--- config.mk ---
export PLATFORM = sky130hd
export DESIGN_NAME = midi_mono_square_voice_flat
export DESIGN_NICKNAME = d
export VERILOG_FILES = /design/src/sv/mmsv_pkg.sv /design/src/sv/mmsv_in_if.sv /design/src/sv/mmsv_out_if.sv /design/src/sv/mmsv_front.sv /design/src/sv/mmsv_fifo.sv /design/src/sv/mmsv_back.sv /design/src/sv/midi_mono_square_voice.sv /design/src/flat_wrapper.sv
export SDC_FILE = /design/constraint.sdc
export NUM_CORES = 1
export LEC_CHECK = 0
export ABC_CLOCK_PERIOD_IN_PS = 13800
export BUFFER_PORTS_ARGS = -buffer_cell sky130_fd_sc_hd__buf_2
export CAP_MARGIN = 0
export CORE_ASPECT_RATIO = 0.7
export CORE_MARGIN = 2
export CORE_UTILIZATION = 65
export DETAILED_ROUTE_END_ITERATION = 6
export PLACE_DENSITY = 0.83
export SYNTH_ARGS = -nofsm -noshare
export SYNTH_HDL_FRONTEND = slang
export SYNTH_HIERARCHICAL = 1
export SYNTH_SLANG_ARGS = --single-unit
export TNS_END_PERCENT = 100
--- constraint.sdc ---
create_clock -name clk_i -period 13.8 [get_ports clk_i]
set_clock_uncertainty 0.15 [all_clocks]
set_input_delay 0 -clock clk_i [delete_from_list [all_inputs] [get_ports clk_i]]
set_output_delay 0 -clock clk_i [all_outputs]
set_load 0.005 [all_outputs]
--- src/sv/mmsv_pkg.sv ---
// Shared types and constants for the monophonic square-wave voice.
package mmsv_pkg;

  // Input mode codes as they arrive on the event channel.
  localparam logic [2:0] MODE_TICK     = 3'd0;
  localparam logic [2:0] MODE_NOTE_ON  = 3'd1;
  localparam logic [2:0] MODE_NOTE_OFF = 3'd2;
  localparam logic [2:0] MODE_VOLUME   = 3'd3;
  localparam logic [2:0] MODE_ALL_OFF  = 3'd4;

  localparam int unsigned NOTES_PER_OCTAVE = 12;
  localparam int unsigned TOP_OCTAVE       = 10;
  localparam int unsigned NOTE_COUNT       = 128;
  localparam int unsigned QUEUE_DEPTH      = 2;

  localparam logic [6:0] VOLUME_RESET = 7'd64;
  localparam logic [6:0] VELOCITY_MAX = 7'd127;

  // Top octave (notes 120..131) in unsigned Q16 Hz.
  localparam logic [31:0] TOP_OCTAVE_Q16 [NOTES_PER_OCTAVE] = '{
    32'd548668578, 32'd581294109, 32'd615859655, 32'd652480576,
    32'd691279090, 32'd732384684, 32'd775934544, 32'd822074013,
    32'd870957077, 32'd922746880, 32'd977616265, 32'd1035748353
  };

  typedef enum logic [2:0] {
    CMD_TICK,
    CMD_NOTE_ON,
    CMD_NOTE_OFF,
    CMD_VOLUME,
    CMD_ALL_OFF
  } cmd_op_e;

  typedef struct packed {
    cmd_op_e    op;
    logic [6:0] note;
    logic [6:0] value;
  } cmd_t;

endpackage

--- src/sv/mmsv_in_if.sv ---
// Event channel: mode plus note, velocity and controller fields.
interface mmsv_in_if;
  logic       valid;
  logic       ready;
  logic [2:0] mode;
  logic [6:0] note_number;
  logic [6:0] velocity;
  logic [6:0] control_value;

  modport source (output valid, mode, note_number, velocity, control_value, input ready);
  modport sink   (input valid, mode, note_number, velocity, control_value, output ready);
endinterface

--- src/sv/mmsv_out_if.sv ---
// Sample channel: signed square-wave sample and voice activity flag.
interface mmsv_out_if;
  logic               valid;
  logic               ready;
  logic signed [14:0] sample;
  logic               voice_active;

  modport source (output valid, sample, voice_active, input ready);
  modport sink   (input valid, sample, voice_active, output ready);
endinterface

--- src/sv/mmsv_front.sv ---
// Front end: accept events, classify them into commands, drop unused modes.
module mmsv_front (
  mmsv_in_if.sink      in_i,
  input  logic         full_i,
  output logic         push_o,
  output mmsv_pkg::cmd_t cmd_o
);

  logic known;

  always_comb begin
    known       = 1'b1;
    cmd_o.op    = mmsv_pkg::CMD_TICK;
    cmd_o.note  = in_i.note_number;
    cmd_o.value = in_i.velocity;
    case (in_i.mode)
      mmsv_pkg::MODE_TICK: cmd_o.op = mmsv_pkg::CMD_TICK;
      mmsv_pkg::MODE_NOTE_ON: begin
        // a note-on with zero velocity acts as a note-off
        cmd_o.op = (in_i.velocity != '0) ? mmsv_pkg::CMD_NOTE_ON : mmsv_pkg::CMD_NOTE_OFF;
      end
      mmsv_pkg::MODE_NOTE_OFF: cmd_o.op = mmsv_pkg::CMD_NOTE_OFF;
      mmsv_pkg::MODE_VOLUME: begin
        cmd_o.op    = mmsv_pkg::CMD_VOLUME;
        cmd_o.value = in_i.control_value;
      end
      mmsv_pkg::MODE_ALL_OFF: cmd_o.op = mmsv_pkg::CMD_ALL_OFF;
      default: known = 1'b0;
    endcase
  end

  assign in_i.ready = !full_i;
  assign push_o     = in_i.valid && !full_i && known;

endmodule

--- src/sv/mmsv_fifo.sv ---
// Short command queue between front end and voice engine.
module mmsv_fifo (
  input  logic           clk_i,
  input  logic           rst_ni,
  input  logic           push_i,
  input  mmsv_pkg::cmd_t cmd_i,
  output logic           full_o,
  input  logic           pop_i,
  output mmsv_pkg::cmd_t cmd_o,
  output logic           empty_o
);

  localparam int unsigned Depth = mmsv_pkg::QUEUE_DEPTH;
  localparam int unsigned PtrW  = (Depth > 1) ? $clog2(Depth) : 1;
  localparam int unsigned CntW  = $clog2(Depth + 1);

  mmsv_pkg::cmd_t   mem_q [Depth];
  logic [PtrW-1:0]  wr_ptr_q, wr_ptr_d, rd_ptr_q, rd_ptr_d;
  logic [CntW-1:0]  count_q, count_d;
  logic             do_push, do_pop;

  assign full_o  = (count_q == CntW'(Depth));
  assign empty_o = (count_q == '0);
  assign do_push = push_i && !full_o;
  assign do_pop  = pop_i && !empty_o;
  assign cmd_o   = mem_q[rd_ptr_q];

  always_comb begin
    wr_ptr_d = wr_ptr_q;
    rd_ptr_d = rd_ptr_q;
    count_d  = count_q;
    if (do_push) begin
      wr_ptr_d = (wr_ptr_q == PtrW'(Depth - 1)) ? '0 : wr_ptr_q + 1'b1;
    end
    if (do_pop) begin
      rd_ptr_d = (rd_ptr_q == PtrW'(Depth - 1)) ? '0 : rd_ptr_q + 1'b1;
    end
    case ({do_push, do_pop})
      2'b10:   count_d = count_q + 1'b1;
      2'b01:   count_d = count_q - 1'b1;
      default: count_d = count_q;
    endcase
  end

  always_ff @(posedge clk_i or negedge rst_ni) begin
    if (!rst_ni) begin
      wr_ptr_q <= '0;
      rd_ptr_q <= '0;
      count_q  <= '0;
    end else begin
      wr_ptr_q <= wr_ptr_d;
      rd_ptr_q <= rd_ptr_d;
      count_q  <= count_d;
    end
  end

  always_ff @(posedge clk_i) begin
    if (do_push) begin
      mem_q[wr_ptr_q] <= cmd_i;
    end
  end

  a_count_bound: assert property (@(posedge clk_i) disable iff (!rst_ni)
    count_q <= CntW'(Depth))
    else $error("queue count beyond depth");

endmodule

--- src/sv/mmsv_back.sv ---
// Voice engine: note state, phase accumulator, gain and output register.
module mmsv_back #(
  parameter int unsigned SAMPLE_RATE = 44100,
  parameter int unsigned PHASE_BITS  = 32
) (
  input  logic           clk_i,
  input  logic           rst_ni,
  input  logic           cfg_we_i,
  input  logic           cfg_wdata_i,
  input  mmsv_pkg::cmd_t cmd_i,
  input  logic           empty_i,
  output logic           pop_o,
  mmsv_out_if.source     out_o
);

  // Per-note phase step, worked out at elaboration.
  logic [PHASE_BITS-1:0] step_rom [mmsv_pkg::NOTE_COUNT];

  for (genvar g = 0; g < mmsv_pkg::NOTE_COUNT; g++) begin : g_step
    localparam bit [63:0] Num =
      64'(mmsv_pkg::TOP_OCTAVE_Q16[g % mmsv_pkg::NOTES_PER_OCTAVE]) << (PHASE_BITS - 16);
    localparam bit [63:0] Den =
      64'(SAMPLE_RATE) << (mmsv_pkg::TOP_OCTAVE - g / mmsv_pkg::NOTES_PER_OCTAVE);
    localparam bit [63:0] Step = (Num + (Den >> 1)) / Den;
    assign step_rom[g] = PHASE_BITS'(Step);
  end

  logic                  vel_en_q;
  logic [6:0]            note_q, note_d;
  logic                  active_q, active_d;
  logic [PHASE_BITS-1:0] phase_q, phase_d;
  logic [PHASE_BITS-1:0] step_q, step_d;
  logic [6:0]            vel_q, vel_d;
  logic [6:0]            vol_q, vol_d;
  logic                  out_valid_q, out_valid_d;
  logic signed [14:0]    sample_q, sample_d;
  logic                  voice_q, voice_d;
  logic                  is_tick, slot_free;
  logic [6:0]            gain_sel;
  logic [13:0]           gain;
  logic [14:0]           mag;

  assign is_tick   = (cmd_i.op == mmsv_pkg::CMD_TICK);
  assign slot_free = !out_valid_q || out_o.ready;
  assign pop_o     = !empty_i && (!is_tick || slot_free);

  assign gain_sel = vel_en_q ? vel_q : mmsv_pkg::VELOCITY_MAX;
  assign gain     = {7'b0, vol_q} * {7'b0, gain_sel};
  assign mag      = {1'b0, gain};

  always_comb begin
    note_d      = note_q;
    active_d    = active_q;
    phase_d     = phase_q;
    step_d      = step_q;
    vel_d       = vel_q;
    vol_d       = vol_q;
    sample_d    = sample_q;
    voice_d     = voice_q;
    out_valid_d = out_valid_q && !out_o.ready;
    if (pop_o) begin
      case (cmd_i.op)
        mmsv_pkg::CMD_TICK: begin
          out_valid_d = 1'b1;
          voice_d     = active_q;
          if (active_q) begin
            sample_d = phase_q[PHASE_BITS-1] ? -mag : mag;
            phase_d  = phase_q + step_q;
          end else begin
            sample_d = '0;
          end
        end
        mmsv_pkg::CMD_NOTE_ON: begin
          note_d   = cmd_i.note;
          step_d   = step_rom[cmd_i.note];
          vel_d    = cmd_i.value;
          active_d = 1'b1;
        end
        mmsv_pkg::CMD_NOTE_OFF: begin
          if (cmd_i.note == note_q) begin
            active_d = 1'b0;
          end
        end
        mmsv_pkg::CMD_VOLUME: vol_d = cmd_i.value;
        mmsv_pkg::CMD_ALL_OFF: begin
          active_d = 1'b0;
          phase_d  = '0;
        end
        default: ;
      endcase
    end
  end

  always_ff @(posedge clk_i or negedge rst_ni) begin
    if (!rst_ni) begin
      vel_en_q    <= 1'b1;
      note_q      <= '0;
      active_q    <= 1'b0;
      phase_q     <= '0;
      step_q      <= '0;
      vel_q       <= '0;
      vol_q       <= mmsv_pkg::VOLUME_RESET;
      out_valid_q <= 1'b0;
    end else begin
      if (cfg_we_i) begin
        vel_en_q <= cfg_wdata_i;
      end
      note_q      <= note_d;
      active_q    <= active_d;
      phase_q     <= phase_d;
      step_q      <= step_d;
      vel_q       <= vel_d;
      vol_q       <= vol_d;
      out_valid_q <= out_valid_d;
    end
  end

  always_ff @(posedge clk_i) begin
    sample_q <= sample_d;
    voice_q  <= voice_d;
  end

  assign out_o.valid        = out_valid_q;
  assign out_o.sample       = sample_q;
  assign out_o.voice_active = voice_q;

  a_silent_zero: assert property (@(posedge clk_i) disable iff (!rst_ni)
    out_valid_q && !voice_q |-> sample_q == '0)
    else $error("silent sample is not zero");

  a_all_off: assert property (@(posedge clk_i) disable iff (!rst_ni)
    pop_o && cmd_i.op == mmsv_pkg::CMD_ALL_OFF |=> !active_q && phase_q == '0)
    else $error("all-notes-off left the voice running");

  a_note_on: assert property (@(posedge clk_i) disable iff (!rst_ni)
    pop_o && cmd_i.op == mmsv_pkg::CMD_NOTE_ON |=> active_q && vel_q != '0)
    else $error("note-on did not start the voice");

  a_no_overwrite: assert property (@(posedge clk_i) disable iff (!rst_ni)
    out_valid_q && !out_o.ready |=> out_valid_q)
    else $error("pending sample dropped");

endmodule

--- src/sv/midi_mono_square_voice.sv ---
// Top level of the one-voice MIDI-driven square-wave synthesizer.
//
// Usage:
//   in_i carries events: mode 0 is a sample tick, 1 note on, 2 note off,
//   3 channel volume, 4 all notes off; modes 5..7 are dropped. Only a tick
//   produces a transfer on out_o: the signed sample (+gain, -gain or 0) and
//   voice_active. Gain is volume times velocity, or volume times 127 when
//   cfg_we_i writes cfg_wdata_i = 0 into the velocity-enable register.
//   Path: an accepted tick is pushed into the queue and popped by the voice
//   engine, and its sample is held in the output register for out_o.
//   Throughput: one event per cycle while the queue is not full; the voice
//   engine retires one command per cycle from a two-entry queue while it
//   is not empty, and the single output register lets a new tick retire
//   in the same cycle the previous sample transfers. Note-on pitch comes
//   from a per-note step table built at elaboration.
//   Reset: voice silent, phase and step zero, volume 64, velocity scaling
//   enabled, queue and output empty.
//   Stall: while a sample is pending and out_o is not ready, ticks wait in
//   the queue; note and volume events behind no tick still retire. When the
//   queue fills, in_i.ready drops until the receiver takes the sample.
module midi_mono_square_voice #(
  parameter int unsigned SAMPLE_RATE = 44100,
  parameter int unsigned PHASE_BITS  = 32
) (
  input  logic       clk_i,
  input  logic       rst_ni,
  input  logic       cfg_we_i,
  input  logic       cfg_wdata_i,
  mmsv_in_if.sink    in_i,
  mmsv_out_if.source out_o
);

  mmsv_pkg::cmd_t front_cmd;
  mmsv_pkg::cmd_t queue_cmd;
  logic           push, full, pop, empty;

  // Classify events and drop unused modes.
  mmsv_front u_front (
    .in_i   (in_i),
    .full_i (full),
    .push_o (push),
    .cmd_o  (front_cmd)
  );

  // Decouple acceptance from the voice engine.
  mmsv_fifo u_fifo (
    .clk_i   (clk_i),
    .rst_ni  (rst_ni),
    .push_i  (push),
    .cmd_i   (front_cmd),
    .full_o  (full),
    .pop_i   (pop),
    .cmd_o   (queue_cmd),
    .empty_o (empty)
  );

  // Advance the voice state and hold samples for the receiver.
  mmsv_back #(
    .SAMPLE_RATE (SAMPLE_RATE),
    .PHASE_BITS  (PHASE_BITS)
  ) u_back (
    .clk_i       (clk_i),
    .rst_ni      (rst_ni),
    .cfg_we_i    (cfg_we_i),
    .cfg_wdata_i (cfg_wdata_i),
    .cmd_i       (queue_cmd),
    .empty_i     (empty),
    .pop_o       (pop),
    .out_o       (out_o)
  );

endmodule
--- src/flat_wrapper.sv ---
// flat-port wrapper written by rule: the top's interface ports become plain ports
module midi_mono_square_voice_flat 
#(
  parameter int unsigned SAMPLE_RATE = 44100,
  parameter int unsigned PHASE_BITS  = 32
)
  (clk_i, rst_ni, cfg_we_i, cfg_wdata_i, in_i_valid, in_i_mode, in_i_note_number, in_i_velocity, in_i_control_value, in_i_ready, out_o_valid, out_o_sample, out_o_voice_active, out_o_ready);
  mmsv_in_if in_i_i ();
  mmsv_out_if out_o_i ();
  input  logic clk_i;
  input  logic rst_ni;
  input  logic cfg_we_i;
  input  logic cfg_wdata_i;
  input wire logic [$bits(in_i_i.valid)-1:0] in_i_valid;
  input wire logic [$bits(in_i_i.mode)-1:0] in_i_mode;
  input wire logic [$bits(in_i_i.note_number)-1:0] in_i_note_number;
  input wire logic [$bits(in_i_i.velocity)-1:0] in_i_velocity;
  input wire logic [$bits(in_i_i.control_value)-1:0] in_i_control_value;
  output wire logic [$bits(in_i_i.ready)-1:0] in_i_ready;
  output wire logic [$bits(out_o_i.valid)-1:0] out_o_valid;
  output wire logic [$bits(out_o_i.sample)-1:0] out_o_sample;
  output wire logic [$bits(out_o_i.voice_active)-1:0] out_o_voice_active;
  input wire logic [$bits(out_o_i.ready)-1:0] out_o_ready;
  assign in_i_i.valid = in_i_valid;
  assign in_i_i.mode = in_i_mode;
  assign in_i_i.note_number = in_i_note_number;
  assign in_i_i.velocity = in_i_velocity;
  assign in_i_i.control_value = in_i_control_value;
  assign in_i_ready = in_i_i.ready;
  assign out_o_valid = out_o_i.valid;
  assign out_o_sample = out_o_i.sample;
  assign out_o_voice_active = out_o_i.voice_active;
  assign out_o_i.ready = out_o_ready;
  midi_mono_square_voice #(.SAMPLE_RATE(SAMPLE_RATE), .PHASE_BITS(PHASE_BITS)) u_core (.clk_i(clk_i), .rst_ni(rst_ni), .cfg_we_i(cfg_we_i), .cfg_wdata_i(cfg_wdata_i), .in_i(in_i_i), .out_o(out_o_i));
endmodule
==> results.cfg <==
[outcome]
status = complete, but fails checks
failed_checks = design-rule violations

[detailed_routing]
vias = 11918
viasPerCell = 6.67
drc_errors = 2
drt_wl_total_um = 39400
drt_iter0_markers = 1702
firstDrtPassIters = 7
ant_nets = 0
routedWlPerCell_um = 22.0

[min_path]
hold_path_depth = 2
hold_path.class = input port to register
min_to = u_core/u_fifo/mem_q[0][11]
hold_start = in_i_note_number[4]

[finish]
synthToLayoutAreaGrowth_pct = 9.09
antenna_cells = 0
nNetsFinal = 1642
drive_above_1_share_pct = 11.4
stdcell_count = 1786

[yosys]
synth.distinct_cells = 86
synth_edf_count = 50
ys_ff_latch = 141
synthCells = 1502
ys_seq_area_share_pct = 29.8
synth-simple-area-share_pct = 18.1
synth_adder_area_share_pct = 11.6
synth_area_per_cell_sq_um = 8.46
muxShareOfSynthArea_pct = 7.82
synth-compound-area-share_pct = 23.3
synthXorXnorAreaFrac_pct = 3.86
synthFlopType = dfrtp_1
ys_warn_count = 6
synth_fp_nets = 1635
synth_top_family_by_area = compound AO/OA/AOI/OAI gates
syn_area_sq_um = 12700
async_flop_share_pct = 64.5

[global_route]
grt_pass1_wl_um = 61400
grt_pass1_vias = 11027
antenna_found_initial = 0
track_usage_pct = 38.7
grt_max_degree = 81
grt.overflow.total = 0

[cts]
clockBufferDepth = 2
ctsResizeCount = 0
cts_root_buffer = clkbuf_16
cts.sinks = 141
numCtsBuffers = 17
cts_tree = done
clock_latency_ps = 440
cts.htree.levels = 4
clk_pin_slew_worst_paths_ps = 70

[timing]
finalSetupViolCount = 0
rsz0062_at_grt = no
postLayoutSetupSlackWorst_ps = 8000
fin_crit_sh_pct = 42.0
relSlewSlack_pct = 25.5
hold_viol_final = 0
whs_ps = 137
tns_ps = 0
worst_pin_slew_ps = 1110
clock.fmax_mhz = 173
final_max_slew_viol_count = 0
post-route-min-period_ps = 5800

[place]
placedCellCount = 1715
hpwl_um = 25700
gp_congestion = 0.998
pre_cts_ws_ps = 8110
portBuffers = 47

[floorplan]
coreArea_sq_um = 19000
dieWidth_um = 171
die-area_sq_um = 20700
initial_core_util_pct = 66.8
core.rowCount = 42
io_pins = 48
dieHeight_um = 121

[worst_setup_path]
cp-start-kind = register
cpLargestDelayFamily = adder cells
cp.required_ps = 13830
r2r_end = u_core/u_back/out_o.sample[12]
cp-end-kind = register
worstPathMaxFanout = 8
worst-path-buf-inv = 4
worstSetupPathDepth = 19
reg2reg_from = u_core/u_back/vel_en_q
max_stage_delay_ps = 630
rr_worst_depth = 19
arrival_ps = 5830
worstSetupPathType = register to register
path_cells = nand2b_1, and2_1, fa_1, inv_1, fa_1, inv_1, fa_1, inv_1, fa_1, inv_1, ha_1, o21a_2, o31ai_2, mux2_4, a2111oi_4, nand3_2, o31ai_2, xnor2_1, nor2_1
crit_slowest_cell = dfstp_2
setup.reg_to_reg.worst_slack_ps = 8000

[job]
maxCapViolCount = 0
-- stage by stage --
step	cell area [sq um]	util, %
floorplan	12700	-
global placement	12900	67.6
detailed placement	12900	67.6
CTS	13900	72.9
global route	13900	72.9
finish	13900	72.9
-- kinds of logic (layout without fill, tap and decap cells) --
logic type | after synthesis | count (layout)
AOI/OAI and AO/OA | 474 | 474
muxes | 73 | 73
DFF | 141 | 141
and+or+nand+nor | 492 | 492
xor gates and xnor gates | 56 | 56
adders and majority gates | 103 | 103
buffers and inverters | 163 | 183
-- state kept, by name (all words and copies together), names as in the netlist, 2 cells and up --
name                        count
u_core/u_back/note_q            7
u_core/u_back/out_o.sample     15
u_core/u_back/phase_q          32
u_core/u_back/step_q           31
u_core/u_back/vel_q             7
u_core/u_back/vol_q             7
u_core/u_fifo/count_q           2
u_core/u_fifo/mem_q            34
-- synth_stat cells (11+ instances only) --
cell	instances	share of area, %
nand2_1	213	6.3
o21ai_0	130	5.1
a21oi_1	120	4.7
nor2_1	94	2.8
dfrtp_1	89	18
ha_1	78	7.7
clkbuf_1	66	1.9
edfxtp_1	50	12
inv_1	48	1.4
and2_1	45	2.2
xnor2_1	34	2.3
o211ai_1	33	1.9
o21ai_1	31	1.2
mux2_2	30	2.7
nand3_1	29	1.1
a21o_1	28	1.7
fa_1	25	3.9
nand2b_1	23	1.1
xor2_1	22	1.5
a31oi_1	20	0.98
mux2i_1	19	1.5
nor3_1	18	0.71
a211oi_1	17	1.0
buf_2	17	0.67
buf_1	15	0.44
mux4_2	14	2.5
nand4_1	12	0.59
nor2b_1	12	0.59
o21a_1	11	0.65
o31ai_1	11	0.65
-- layout by cell type, fill, tap and decap left out, drive strengths merged, types with 13 or more instances in the layout --
master,n
fa,25
o211ai,33
ha,78
inv,59
and2,45
a21oi,120
nor3,18
buf,61
o31ai,13
nor2b,13
dlygate4sd3,38
nand3,30
xnor2,34
mux4,14
a31oi,20
clkbuf,17
mux2,40
o21ai,162
nand2b,23
xor2,22
mux2i,19
edfxtp,50
nor2,94
a21o,28
dfrtp,89
a211oi,18
nand2,213
-- layer usage --
metal / global-route usage [%] / vias up / share of wire [%]
li1: - / 5412 / -
met1: 55.0 / 5611 / 42
met2: 57.6 / 803 / 44
met3: 11.7 / 92 / 12
met4: 10.5 / 0 / 2.3
met5: 0 / - / 0
-- worst max path at each step --
stage	from	endpoint
finish	u_core/u_back/vel_en_q	u_core/u_back/out_o.sample[12]
global placement	u_core/u_back/vel_en_q	u_core/u_back/out_o.sample[12]
CTS	u_core/u_back/vel_en_q	u_core/u_back/out_o.sample[12]
detailed placement	u_core/u_back/vel_en_q	u_core/u_back/out_o.sample[12]
global route	u_core/u_back/vel_en_q	u_core/u_back/out_o.sample[13]
floorplan	u_core/u_back/vel_en_q	u_core/u_back/out_o.sample[12]
-- layout make-up --
cell class	count	area [sq um]
Clock buffer	17	425
Inverter	52	195
Fill cell	1412	5160
Tap cell	264	330
Sequential cell	141	3780
Timing Repair Buffer	99	736
Clock inverter	15	173
Multi-Input combinational cell	1198	8220
-- timing repair --
item | 4_1_cts | 5_1_grt
endpoints found under the setup margin | 0 | 0
buffers inserted | 0 | 0
hold buffers | 39 | 0
hold endpoints to repair | 121 | 0
Power is left out: the tool's default activity adds up to more than one toggle a clock period on the data nets, which glitch-free logic cannot reach.
